$ cat config.mk
export PLATFORM = sky130hd
export DESIGN_NAME = ptc_temp
export DESIGN_NICKNAME = d
export VERILOG_FILES = /design/src/rtl/pressure_temperature_compensation_assert.svh /design/src/rtl/ptc_pkg.sv /design/src/rtl/ptc_temp.sv
export SDC_FILE = /design/constraint.sdc
export NUM_CORES = 2
export LEC_CHECK = 0
export BUFFER_PORTS_ARGS = -buffer_cell sky130_fd_sc_hd__buf_2
export CORE_UTILIZATION = 64
export DETAILED_ROUTE_END_ITERATION = 12
export GPL_TIMING_DRIVEN = 0
export PLACE_DENSITY = 0.91
export SETUP_SLACK_MARGIN = 0.1
export SLEW_MARGIN = 15
export SYNTH_ARGS = -nofsm -noshare
export SYNTH_HDL_FRONTEND = slang
export SYNTH_SLANG_ARGS = --single-unit
$ cat constraint.sdc
create_clock -name clock -period 11.64 [get_ports clock]
set_clock_uncertainty 0.05 [all_clocks]
set_input_delay 1.746 -clock clock [delete_from_list [all_inputs] [get_ports clock]]
set_output_delay 1.746 -clock clock [all_outputs]
set_load 0.01 [all_outputs]
$ cat src/rtl/pressure_temperature_compensation_assert.svh
// ----------------------------------------------------------------------------
// Assertion macros for the pressure/temperature compensation block
// Clocked on clock, disabled while reset is high.
// ----------------------------------------------------------------------------
`ifndef PRESSURE_TEMPERATURE_COMPENSATION_ASSERT_SVH
`define PRESSURE_TEMPERATURE_COMPENSATION_ASSERT_SVH

// same-cycle implication
`define PTC_ASSERT_NOW(lbl, ante, cons, msg) \
   lbl: assert property (@(posedge clock) disable iff (reset) (ante) |-> (cons)) \
      else $error(msg);

// next-cycle implication
`define PTC_ASSERT_NEXT(lbl, ante, cons, msg) \
   lbl: assert property (@(posedge clock) disable iff (reset) (ante) |=> (cons)) \
      else $error(msg);

`endif

$ cat src/rtl/ptc_pkg.sv
// ----------------------------------------------------------------------------
// ptc_pkg
// Shared types and constants of the pressure/temperature compensation block.
// ----------------------------------------------------------------------------
`default_nettype none

package ptc_pkg;

   localparam int DIV_STAGES = 32;
   localparam int FIFO_DEPTH = 2;

   localparam logic signed [26:0] OFFSET_FINE = 27'sd64000;
   localparam logic signed [36:0] DIV_BASE    = 37'sd32768;
   localparam logic signed [22:0] PRESS_FULL  = 23'sd1048576;
   localparam logic [31:0]        PRESS_SCALE = 32'd3125;
   localparam logic [31:0]        HALF_RANGE  = 32'h8000_0000;
   localparam logic signed [34:0] ROUND_HALF  = 35'sd128;

   typedef enum logic [1:0] {
      CSR_TEMP_CAL   = 2'd0,
      CSR_PRESS_LOW  = 2'd1,
      CSR_PRESS_MID  = 2'd2,
      CSR_PRESS_HIGH = 2'd3
   } csr_index_type;

   typedef struct packed {
      logic [15:0]        t1;
      logic signed [15:0] t2;
      logic signed [15:0] t3;
      logic [15:0]        p1;
      logic signed [15:0] p2;
      logic signed [15:0] p3;
      logic signed [15:0] p4;
      logic signed [15:0] p5;
      logic signed [15:0] p6;
      logic signed [15:0] p7;
      logic signed [15:0] p8;
      logic signed [15:0] p9;
   } calib_type;

   // fields carried alongside the divider
   typedef struct packed {
      logic signed [31:0] centi;
      logic signed [31:0] fine;
      logic               invalid;
      logic               big;
   } side_type;

endpackage

`default_nettype wire

$ cat src/rtl/ptc_temp.sv
// ----------------------------------------------------------------------------
// ptc_temp
// Three-stage fine temperature pipeline.
// ----------------------------------------------------------------------------
`default_nettype none

module ptc_temp import ptc_pkg::*; (
   input  logic               clock,
   input  logic               reset,
   input  logic               advance,
   input  calib_type          calib,
   input  logic               in_valid,
   input  logic [19:0]        raw_temp,
   input  logic [19:0]        raw_press,
   output logic               out_valid,
   output logic signed [31:0] fine_temp,
   output logic [19:0]        raw_press_out
);

   logic signed [17:0] x1;
   logic signed [16:0] d;
   logic signed [33:0] a_prod_in;
   logic signed [33:0] dd_full;
   logic signed [22:0] a_in;
   logic signed [36:0] b_prod_in;
   logic signed [31:0] fine_in;

   logic               v1_ff, v2_ff, v3_ff;
   logic signed [33:0] a_prod_ff;
   logic [31:0]        dd_ff;
   logic [19:0]        rp1_ff, rp2_ff, rp3_ff;
   logic signed [22:0] a_ff;
   logic signed [36:0] b_prod_ff;
   logic signed [31:0] fine_ff;

   assign x1        = $signed({1'b0, raw_temp[19:3]}) - $signed({1'b0, calib.t1, 1'b0});
   assign a_prod_in = 34'(x1) * 34'(calib.t2);
   assign d         = $signed({1'b0, raw_temp[19:4]}) - $signed({1'b0, calib.t1});
   assign dd_full   = 34'(d) * 34'(d);

   assign a_in      = 23'(a_prod_ff >>> 11);
   assign b_prod_in = 37'($signed({1'b0, dd_ff[31:12]})) * 37'(calib.t3);

   assign fine_in   = 32'(a_ff) + 32'(b_prod_ff >>> 14);

   always_ff @(posedge clock) begin
      if (reset) begin
         v1_ff <= 1'b0;
         v2_ff <= 1'b0;
         v3_ff <= 1'b0;
      end else if (advance) begin
         v1_ff <= in_valid;
         v2_ff <= v1_ff;
         v3_ff <= v2_ff;
      end
   end

   always_ff @(posedge clock) begin
      if (advance) begin
         a_prod_ff <= a_prod_in;
         dd_ff     <= dd_full[31:0];
         rp1_ff    <= raw_press;
         a_ff      <= a_in;
         b_prod_ff <= b_prod_in;
         rp2_ff    <= rp1_ff;
         fine_ff   <= fine_in;
         rp3_ff    <= rp2_ff;
      end
   end

   assign out_valid     = v3_ff;
   assign fine_temp     = fine_ff;
   assign raw_press_out = rp3_ff;

endmodule

`default_nettype wire

==> impl_metrics.tcl <==
set metrics [dict create \
    cts.clk_slew.worst_paths_ns 0.08 \
    post-route-util_pct 69.3 \
    cts-buffers-inserted 17 \
    worstSetupPathType "primary input to flip-flop" \
    detailed_place_hpwl_um 74100 \
    sum_of_routed_wire_length_over_all_layers_um 89800 \
    slew_violations 0 \
    layout-drive-gt1-share_pct 5.39 \
    post_synth_most_frequent_cells "sky130_fd_sc_hd__inv_1 (958), sky130_fd_sc_hd__fa_1 (795), sky130_fd_sc_hd__nand2_1 (458)" \
    postLayoutSetupSlackWorst_ns 0.487 \
    yosys_warnings 0 \
    syn_avg_cell_area_um2 9.92 \
    antenna_violating_nets_post_route 0 \
    synth_most_common_cell "sky130_fd_sc_hd__inv_1" \
    yosys.area.top_type_share_pct 44.0 \
    drt-initial-drc-count 2080 \
    layout.filler_cells 4023 \
    drt-vias-per-instance 5.63 \
    crit_fanout 10 \
    placed_area_um2 37800 \
    die-height_um 240 \
    place_congestion 1.00 \
    cp_startpoint_kind "primary input" \
    flow.area_growth_from_synthesis_pct 6.23 \
    critPathMostFrequentCell "sky130_fd_sc_hd__fa_1" \
    groute.usage.overall_pct 33.6 \
    finalCritPeriodShare_pct 95.8 \
    htreeDepth 4 \
    critPathSlowestCell "sky130_fd_sc_hd__fa_2" \
    via_count 25700 \
    floorplan.rows 86 \
    final_hold_viol_count 0 \
    num-nets-final 5150 \
    run_status "finished, final reports clean" \
    clock_latency_ns 0.45 \
    netlist_area_um2 36200 \
    yosysSeqAreaShare_pct 14.5 \
    core_region_area_um2 55400 \
    post_synth_inst_count 3647 \
    initial_utilization_pct 65.3 \
    synth_edf_count 173 \
    worstMarginPinSlew_ns 1.32 \
    first_pass_iters 6 \
    critPathRequiredTime_ns 11.80 \
    grt_pass1_wl_um 146000 \
    fmaxAchievable_mhz 89.7 \
    io_buffers 125 \
    layout.cell_area.non_filler_um2 38400 \
    setup_viol 0 \
    ys_async_sr_fraction_pct 0 \
    drcViolationCount 0 \
    globalRoute.totalOverflow 0 \
    avgRoutedWirePerCell_um 19.7 \
    dpl_worst_slack_ns -0.215 \
    yosys.cell_types.count 67 \
    worst_hold_class "flip-flop to flip-flop" \
    slew_headroom_pct 11.6 \
    number_of_antenna_violations_at_the_first_check_in_global_routing 3 \
    first_global_vias 28700 \
    grt_max_degree 104 \
    grt_setup_unrepaired "false" \
    clock_sinks 176 \
    yosysTopAreaCell "sky130_fd_sc_hd__fa_1" \
    die_w_um 240 \
    ios 289 \
    max-clock-path-buffers 2 \
    time_the_worst_path_needs_with_i_o_delays_and_setup_ns 11.15 \
    floorplan.die_area_um2 57500 \
    end_kind "flip-flop" \
    clockRootBuffer "sky130_fd_sc_hd__clkbuf_16" \
    synthesis.nets 5004 \
    tritoncts "yes" \
    timing.max_cap.violations 0 \
    cp_data_arrival_time_ns 11.32 \
    ys_ff_latch 176 \
    synth_top_flop_cell "sky130_fd_sc_hd__edfxtp_1" \
    worst_path_largest_cell_delay_ns 0.76 \
    synth.area.top_cells "sky130_fd_sc_hd__fa_1 (44%), sky130_fd_sc_hd__edfxtp_1 (14%), sky130_fd_sc_hd__ha_1 (11%), sky130_fd_sc_hd__inv_1 (9.9%), sky130_fd_sc_hd__nand2_1 (4.8%)" \
]
-- state kept, by name, summed over array words and instances (netlist names) --
signal and flops:
raw_press_out 20, rp2_ff 20, out_valid 1, a_prod_ff 23, fine_temp 24, dd_ff 20, b_prod_ff 23, rp1_ff 20
v1_ff 1, a_ff 23, v2_ff 1
-- final cells by class --
cell class              instances  area [um2]  area share (%)
diodes                          2        5.00          0.0130
plain buffers                 125         507            1.32
clock buffers                  21         450            1.17
clock inverters                11         126           0.329
inverters                     966        3630            9.46
multi-input cells            2380       26800            69.8
flip-flops and latches        176        5260            13.7
well taps                     748         936            2.44
repair buffers                127         674            1.76
-- final timing paths --
kind,slack (ns),end,from,cells after the start
hold / removal,0.36,rp2_ff[7],rp1_ff[7],0
hold reg to reg,0.36,rp2_ff[7],rp1_ff[7],0
setup / recovery,0.49,dd_ff[31],calib[176],31
setup reg to reg,3.59,b_prod_ff[36],dd_ff[24],25
-- metrics by stage --
| step | hold slack, ns | instances | TNS [ns] |
|---|---|---|---|
| 2_1_floorplan | 0.350 | 3647 | 0 |
| 3_3_place_gp | 0.350 | 4520 | -0.0541 |
| 3_5_place_dp | 0.355 | 4522 | -0.372 |
| 4_1_cts | 0.364 | 4554 | 0 |
| 5_1_grt | 0.372 | 4556 | 0 |
| 6_report | 0.363 | 4556 | 0 |
-- critical path: cells and delay by family --
family,cells,cell delay (ns)
AO/OA/AOI/OAI,10,2.55
XOR/XNOR,1,0.36
adder cells (fa/ha/maj),9,4.46
buffers and inverters,6,1.10
AND/OR/NAND/NOR,5,1.10
-- repair_timing --
action | CTS | global route
hold buffers | 0 | 0
buffers inserted | 0 | 0
setup endpoints to repair | 0 | 9
gates resized for setup | 0 | 16
-- cells in the final DEF (no fill, tap or decap), drive strengths merged, types with 5 or more instances in the layout --
cell type and n:
inv 966, fa 795, nand2 458, ha 326, and2 217, edfxtp 173
nor2 142, buf 141, clkbuf 132, xnor2 81, a21oi 51, nand2b 34
xor2 31, nor3 29, a21o 26, nor2b 26, o21ai 25, o21a 19
nand3 16, and3 11, clkinv 7, a211oi 6, a21boi 6, o2111ai 5
nand4 5, or3 5
-- logic make-up after synthesis --
| kind of cell | share of synthesized area (%) |
|---|---|
| AO/OA/AOI/OAI | 3.55 |
| AND/OR/NAND/NOR | 12.4 |
| adder cells (fa/ha/maj) | 55.3 |
| multiplexers | 0.114 |
| buffers and inverters | 11.4 |
| XOR/XNOR | 2.73 |
| flip-flops | 14.5 |
-- layer usage --
metal / vias up / GRT usage [%] / part of all wire (%)
met5: - / 0 / 0
met4: 0 / 19.6 / 6.7
met1: 12700 / 39.5 / 35
li1: 11100 / - / -
met3: 410 / 7.94 / 10
met2: 1450 / 56.3 / 48
Power is not shown: default switching activity piles up to over one toggle a cycle in this logic, so the estimate is an artifact.
