<file path="src/rtl/pressure_temperature_compensation_assert.svh">
// ----------------------------------------------------------------------------
// Assertion macros for the pressure/temperature compensation block
// Clocked on clock, disabled while reset is high.
// ----------------------------------------------------------------------------
`ifndef PRESSURE_TEMPERATURE_COMPENSATION_ASSERT_SVH
`define PRESSURE_TEMPERATURE_COMPENSATION_ASSERT_SVH

// same-cycle implication
`define PTC_ASSERT_NOW(lbl, ante, cons, msg) \
   lbl: assert property (@(posedge clock) disable iff (reset) (ante) |-> (cons)) \
      else $error(msg);

// next-cycle implication
`define PTC_ASSERT_NEXT(lbl, ante, cons, msg) \
   lbl: assert property (@(posedge clock) disable iff (reset) (ante) |=> (cons)) \
      else $error(msg);

`endif

</file>
<file path="src/rtl/ptc_pkg.sv">
// ----------------------------------------------------------------------------
// ptc_pkg
// Shared types and constants of the pressure/temperature compensation block.
// ----------------------------------------------------------------------------
`default_nettype none

package ptc_pkg;

   localparam int DIV_STAGES = 32;
   localparam int FIFO_DEPTH = 2;

   localparam logic signed [26:0] OFFSET_FINE = 27'sd64000;
   localparam logic signed [36:0] DIV_BASE    = 37'sd32768;
   localparam logic signed [22:0] PRESS_FULL  = 23'sd1048576;
   localparam logic [31:0]        PRESS_SCALE = 32'd3125;
   localparam logic [31:0]        HALF_RANGE  = 32'h8000_0000;
   localparam logic signed [34:0] ROUND_HALF  = 35'sd128;

   typedef enum logic [1:0] {
      CSR_TEMP_CAL   = 2'd0,
      CSR_PRESS_LOW  = 2'd1,
      CSR_PRESS_MID  = 2'd2,
      CSR_PRESS_HIGH = 2'd3
   } csr_index_type;

   typedef struct packed {
      logic [15:0]        t1;
      logic signed [15:0] t2;
      logic signed [15:0] t3;
      logic [15:0]        p1;
      logic signed [15:0] p2;
      logic signed [15:0] p3;
      logic signed [15:0] p4;
      logic signed [15:0] p5;
      logic signed [15:0] p6;
      logic signed [15:0] p7;
      logic signed [15:0] p8;
      logic signed [15:0] p9;
   } calib_type;

   // fields carried alongside the divider
   typedef struct packed {
      logic signed [31:0] centi;
      logic signed [31:0] fine;
      logic               invalid;
      logic               big;
   } side_type;

endpackage

`default_nettype wire

</file>
<file path="src/rtl/ptc_post.sv">
// ----------------------------------------------------------------------------
// ptc_post
// Three-stage second-order pressure correction.
// ----------------------------------------------------------------------------
`default_nettype none

module ptc_post import ptc_pkg::*; (
   input  logic               clock,
   input  logic               reset,
   input  logic               advance,
   input  calib_type          calib,
   input  logic               in_valid,
   input  logic [31:0]        quotient,
   input  side_type           in_side,
   output logic               out_valid,
   output logic signed [31:0] temp_centi,
   output logic signed [31:0] fine_temp,
   output logic [31:0]        press_pa,
   output logic               press_invalid
);

   logic [31:0]        p;
   logic [31:0]        s32;
   logic [31:0]        sq_in;
   logic signed [46:0] c2p_in;
   logic signed [36:0] c1p_in;
   logic signed [33:0] c2_in;
   logic signed [36:0] corr;
   logic [31:0]        press_in;

   logic [2:0]         vld_ff;
   logic [31:0]        p1_ff, p2_ff;
   logic [31:0]        sq_ff;
   logic signed [46:0] c2p_ff;
   logic signed [36:0] c1p_ff;
   logic signed [33:0] c2_ff;
   side_type           side1_ff, side2_ff;
   logic signed [31:0] centi_ff, fine_ff;
   logic [31:0]        press_ff;
   logic               invalid_ff;

   assign p      = in_side.big ? {quotient[30:0], 1'b0} : quotient;
   assign s32    = {3'b000, p[31:3]};
   assign sq_in  = s32 * s32;
   assign c2p_in = 47'($signed({1'b0, p[31:2]})) * 47'(calib.p8);

   assign c1p_in = 37'($signed({1'b0, sq_ff[31:13]})) * 37'(calib.p9);
   assign c2_in  = 34'(c2p_ff >>> 13);

   assign corr     = (37'(c1p_ff >>> 12) + 37'(c2_ff) + 37'(calib.p7)) >>> 4;
   assign press_in = side2_ff.invalid ? 32'd0 : p2_ff + 32'(corr);

   always_ff @(posedge clock) begin
      if (reset) begin
         vld_ff <= '0;
      end else if (advance) begin
         vld_ff <= {vld_ff[1:0], in_valid};
      end
   end

   always_ff @(posedge clock) begin
      if (advance) begin
         p1_ff      <= p;
         sq_ff      <= sq_in;
         c2p_ff     <= c2p_in;
         side1_ff   <= in_side;
         p2_ff      <= p1_ff;
         c1p_ff     <= c1p_in;
         c2_ff      <= c2_in;
         side2_ff   <= side1_ff;
         centi_ff   <= side2_ff.centi;
         fine_ff    <= side2_ff.fine;
         press_ff   <= press_in;
         invalid_ff <= side2_ff.invalid;
      end
   end

   assign out_valid     = vld_ff[2];
   assign temp_centi    = centi_ff;
   assign fine_temp     = fine_ff;
   assign press_pa      = press_ff;
   assign press_invalid = invalid_ff;

endmodule

`default_nettype wire

</file>
<file path="config.mk">
export PLATFORM = sky130hd
export DESIGN_NAME = ptc_post
export DESIGN_NICKNAME = d
export VERILOG_FILES = /design/src/rtl/pressure_temperature_compensation_assert.svh /design/src/rtl/ptc_pkg.sv /design/src/rtl/ptc_post.sv
export SDC_FILE = /design/constraint.sdc
export NUM_CORES = 2
export LEC_CHECK = 0
export ABC_AREA = 0
export BUFFER_PORTS_ARGS = -buffer_cell sky130_fd_sc_hd__buf_2
export CELL_PAD_IN_SITES_DETAIL_PLACEMENT = 1
export CELL_PAD_IN_SITES_GLOBAL_PLACEMENT = 1
export CORE_UTILIZATION = 50
export DETAILED_ROUTE_END_ITERATION = 8
export GPL_TIMING_DRIVEN = 0
export PLACE_DENSITY = 0.81
export SYNTH_ARGS = -nofsm -noshare
export SYNTH_HDL_FRONTEND = slang
export SYNTH_SLANG_ARGS = --single-unit
</file>
<file path="constraint.sdc">
create_clock -name clock -period 10.15 [get_ports clock]
set_input_delay 1.015 -clock clock [delete_from_list [all_inputs] [get_ports clock]]
set_output_delay 1.015 -clock clock [all_outputs]
set_load 0.005 [all_outputs]
</file>
==> impl_metrics.py <==
metrics = {
    "worst_setup_path": {
        "critPathBufInv": 9,
        "crit_path_top_delay_cell": "clkbuf_1",
        "crit_arrival_ps": 10420,
        "timing.rr.end": "c1p_ff[35]$_DFFE_PP_",
        "path_common_cell": "fa_1",
        "cp.depth": 30,
        "cp-end-kind": "register",
        "critPathKind": "input pin to register",
        "r2r_cells": 24,
        "worstSetupStartpointType": "input pin",
        "cp_top_family": "adder cells",
        "r2r_setup_slack_ps": 2060,
        "max_stage_delay_ps": 880,
        "reg2reg_from": "sq_ff[25]$_DFFE_PP_",
        "cp_max_fo": 15,
        "worst_ep_required_time_ps": 10440,
    },
    "logic_synthesis": {
        "ys_seq_area_frac": 0.227,
        "ys_ff_latch": 405,
        "synthArstFlopShare": 0,
        "syn_nets": 6909,
        "synth-edff-count": 402,
        "yosysTopAreaCell": "fa_1",
        "synth_top_area_frac": 0.384,
        "ys.warnings.count": 0,
        "synth.top_cells.by_area": "fa_1 (38%), edfxtp_1 (23%), ha_1 (11%), inv_1 (9.0%), nand2_1 (4.5%)",
        "synth_flop_cell": "edfxtp_1",
        "synth.distinct_cells": 74,
        "synth.cell_area_mm2": 0.0533,
        "syn_inst": 5135,
        "synth.avg_cell_area_um2": 10.4,
    },
    "floorplanning": {
        "rows": 119,
        "start_util": 0.505,
        "dieWidth_um": 329,
        "pin_count": 392,
        "dieArea_mm2": 0.108,
        "coreArea_mm2": 0.106,
        "die_h_um": 329,
    },
    "global_route": {
        "overflow": 0,
        "grt_pass1_vias": 42400,
        "antenna_found_initial": 12,
        "grt_usage": 0.308,
        "grt_max_degree": 128,
        "grt_pass1_wl_mm": 249,
    },
    "timing": {
        "relSlewSlack": -0.0636,
        "skew_ps": 28.1,
        "setup_viol": 0,
        "post-route-min-period_ps": 10130,
        "hold_viol_final": 0,
        "worstMarginPinSlew_ps": 1550,
        "timing.final.crit_share": 0.998,
        "hold_slack_ps": 414,
        "rsz0062_at_grt": "true",
        "fmaxAchievable_mhz": 98.7,
        "report.final.slew_viol_count": 11,
    },
    "layout": {
        "area_growth_pct": 8.46,
        "nets": 7182,
        "drive_above_1_share": 0.0656,
    },
    "hold_path": {
        "min_path_cells": 0,
        "hold_start": "c2p_ff[45]$_DFFE_PP_",
        "whs_endpoint": "c2_ff[32]$_DFFE_PP_",
        "hold_class": "register to register",
    },
    "run_status": {
        "outcome": "finished, violations left",
        "violations": "DRC, capacitance limit, slew limit",
    },
    "routing": {
        "drt-wirelength-per-cell_um": 23.6,
        "routed_via_density": 5.48,
        "drtIter0Drc": 2561,
        "drc": 52,
        "drtAntennaViolNets": 0,
        "wirelength_mm": 162,
        "dr_total_vias": 37400,
        "detailedRoute.firstPassIterationCount": 7,
    },
    "place": {
        "place_congestion": 0.954,
        "hpwl_mm": 135,
        "io_buffers": 222,
    },
    "clocking": {
        "htreeDepth": 2,
        "cts_buffer_depth": 3,
        "cts_root_buffer": "clkbuf_16",
        "worstSkewPairLatency_ps": 590,
        "cts_made_buffers": 42,
        "cts_hold_buf": 0,
        "clk_pin_slew_ps": 60,
        "cts_tree": "yes",
        "cts.sinks": 405,
    },
    "flow_run": {
        "drv_cap": 2,
    },
}
[metrics by stage]
stage / cell area (µm²) / setup slack (ps) / setup TNS, ps / util / instances
after global routing: 57800 / -17.9 / -17.9 / 0.548 / 6835
after floorplan: 53300 / 918 / 0 / - / 5135
after CTS: 57800 / 90.0 / 0 / 0.547 / 6830
final: 57900 / 17.9 / 0 / 0.548 / 6838
after global placement: 56200 / -1640 / -19180 / 0.532 / 6748
after detailed placement: 56300 / -1660 / -24200 / 0.533 / 6753
[kinds of logic after synthesis]
group / count (synthesis) / synth area share
buffers and inverters: 1470 / 0.104
multiplexers: 36 / 0.00683
flip-flops: 405 / 0.227
AO/OA/AOI/OAI: 286 / 0.0371
AND/OR/NAND/NOR: 1329 / 0.113
adder cells (fa/ha/maj): 1480 / 0.491
XOR/XNOR: 129 / 0.0212
[layout make-up]
cell class,count,area [µm²]
buffer,175,691
multi-input combinational,3260,35800
clock buffer,46,1070
clock inverter,32,325
sequential,405,12100
antenna,5,12.5
tap,1391,1740
fill,11600,47700
inverter,1293,4870
timing repair buffer,231,1260
[Yosys cell counts, types with 11 or more instances]
master and number:
ha_1 456, nor3_1 40, inv_1 1285, xnor2_1 100, fa_1 1024, nand4_1 20
o21a_1 33, and2_1 267, o21ai_0 41, a21oi_1 78, a21o_1 50, clkbuf_1 160
and3_1 11, buf_1 14, nand3_1 14, nand2_1 638, mux2i_1 33, edfxtp_1 402
nor2_1 267, nor2b_1 24, xor2_1 29, nand2b_1 31
[layer usage]
metal,GRT usage,routed length [µm]
met5,0,121
met4,0.126,7340
met3,0.0519,12700
met2,0.521,78500
met1,0.393,62800
[flip-flops by register name (all words and copies together), names as in the netlist]
register / cells
p2_ff: 32
c2_ff: 34
side2_ff: 65
side1_ff: 65
temp_centi: 32
vld_ff: 3
c1p_ff: 24
p1_ff: 32
press_invalid: 1
press_pa: 32
sq_ff: 19
fine_temp: 32
c2p_ff: 34
[worst register-to-register path, delay by kind of cell, from the launching register on]
family	cells	cell delay, ps
flops	1	590
compound gates	8	1890
xor+xnor	1	610
buf+inv	6	900
fa+ha+maj	7	3470
simple gates	2	370
[cells in the final DEF, fill, tap and decap left out, drive strengths merged, types with 14 or more instances in the layout]
| master | n |
|---|---|
| nand2b | 31 |
| mux2i | 33 |
| nor2 | 267 |
| nand3 | 14 |
| inv | 1288 |
| o21a | 33 |
| a21o | 50 |
| edfxtp | 402 |
| nor3 | 40 |
| a21oi | 80 |
| fa | 1024 |
| o21ai | 46 |
| xnor2 | 100 |
| clkbuf | 205 |
| and2 | 267 |
| nor2b | 24 |
| buf | 246 |
| nand2 | 638 |
| clkinv | 25 |
| xor2 | 29 |
| nand4 | 20 |
| ha | 456 |
[worst max path at each step]
stage / startpoint / end / slack (ps)
CTS: in_side[0] / sq_ff[31]$_DFFE_PP_ / 90
finish: in_side[0] / sq_ff[31]$_DFFE_PP_ / 20
floorplan: in_side[0] / sq_ff[28]$_DFFE_PP_ / 920
detailed placement: in_side[0] / sq_ff[31]$_DFFE_PP_ / -1660
global route: in_side[0] / sq_ff[31]$_DFFE_PP_ / -20
global placement: in_side[0] / sq_ff[31]$_DFFE_PP_ / -1640
[repair_timing]
action                     4_1_cts  5_1_grt
pin swaps                        0        0
setup endpoints to repair       18        6
setup buffers                    0        4
resized for setup               17       26
Power is not shown: default switching activity piles up to over one toggle a cycle in this logic, so the estimate is an artifact.
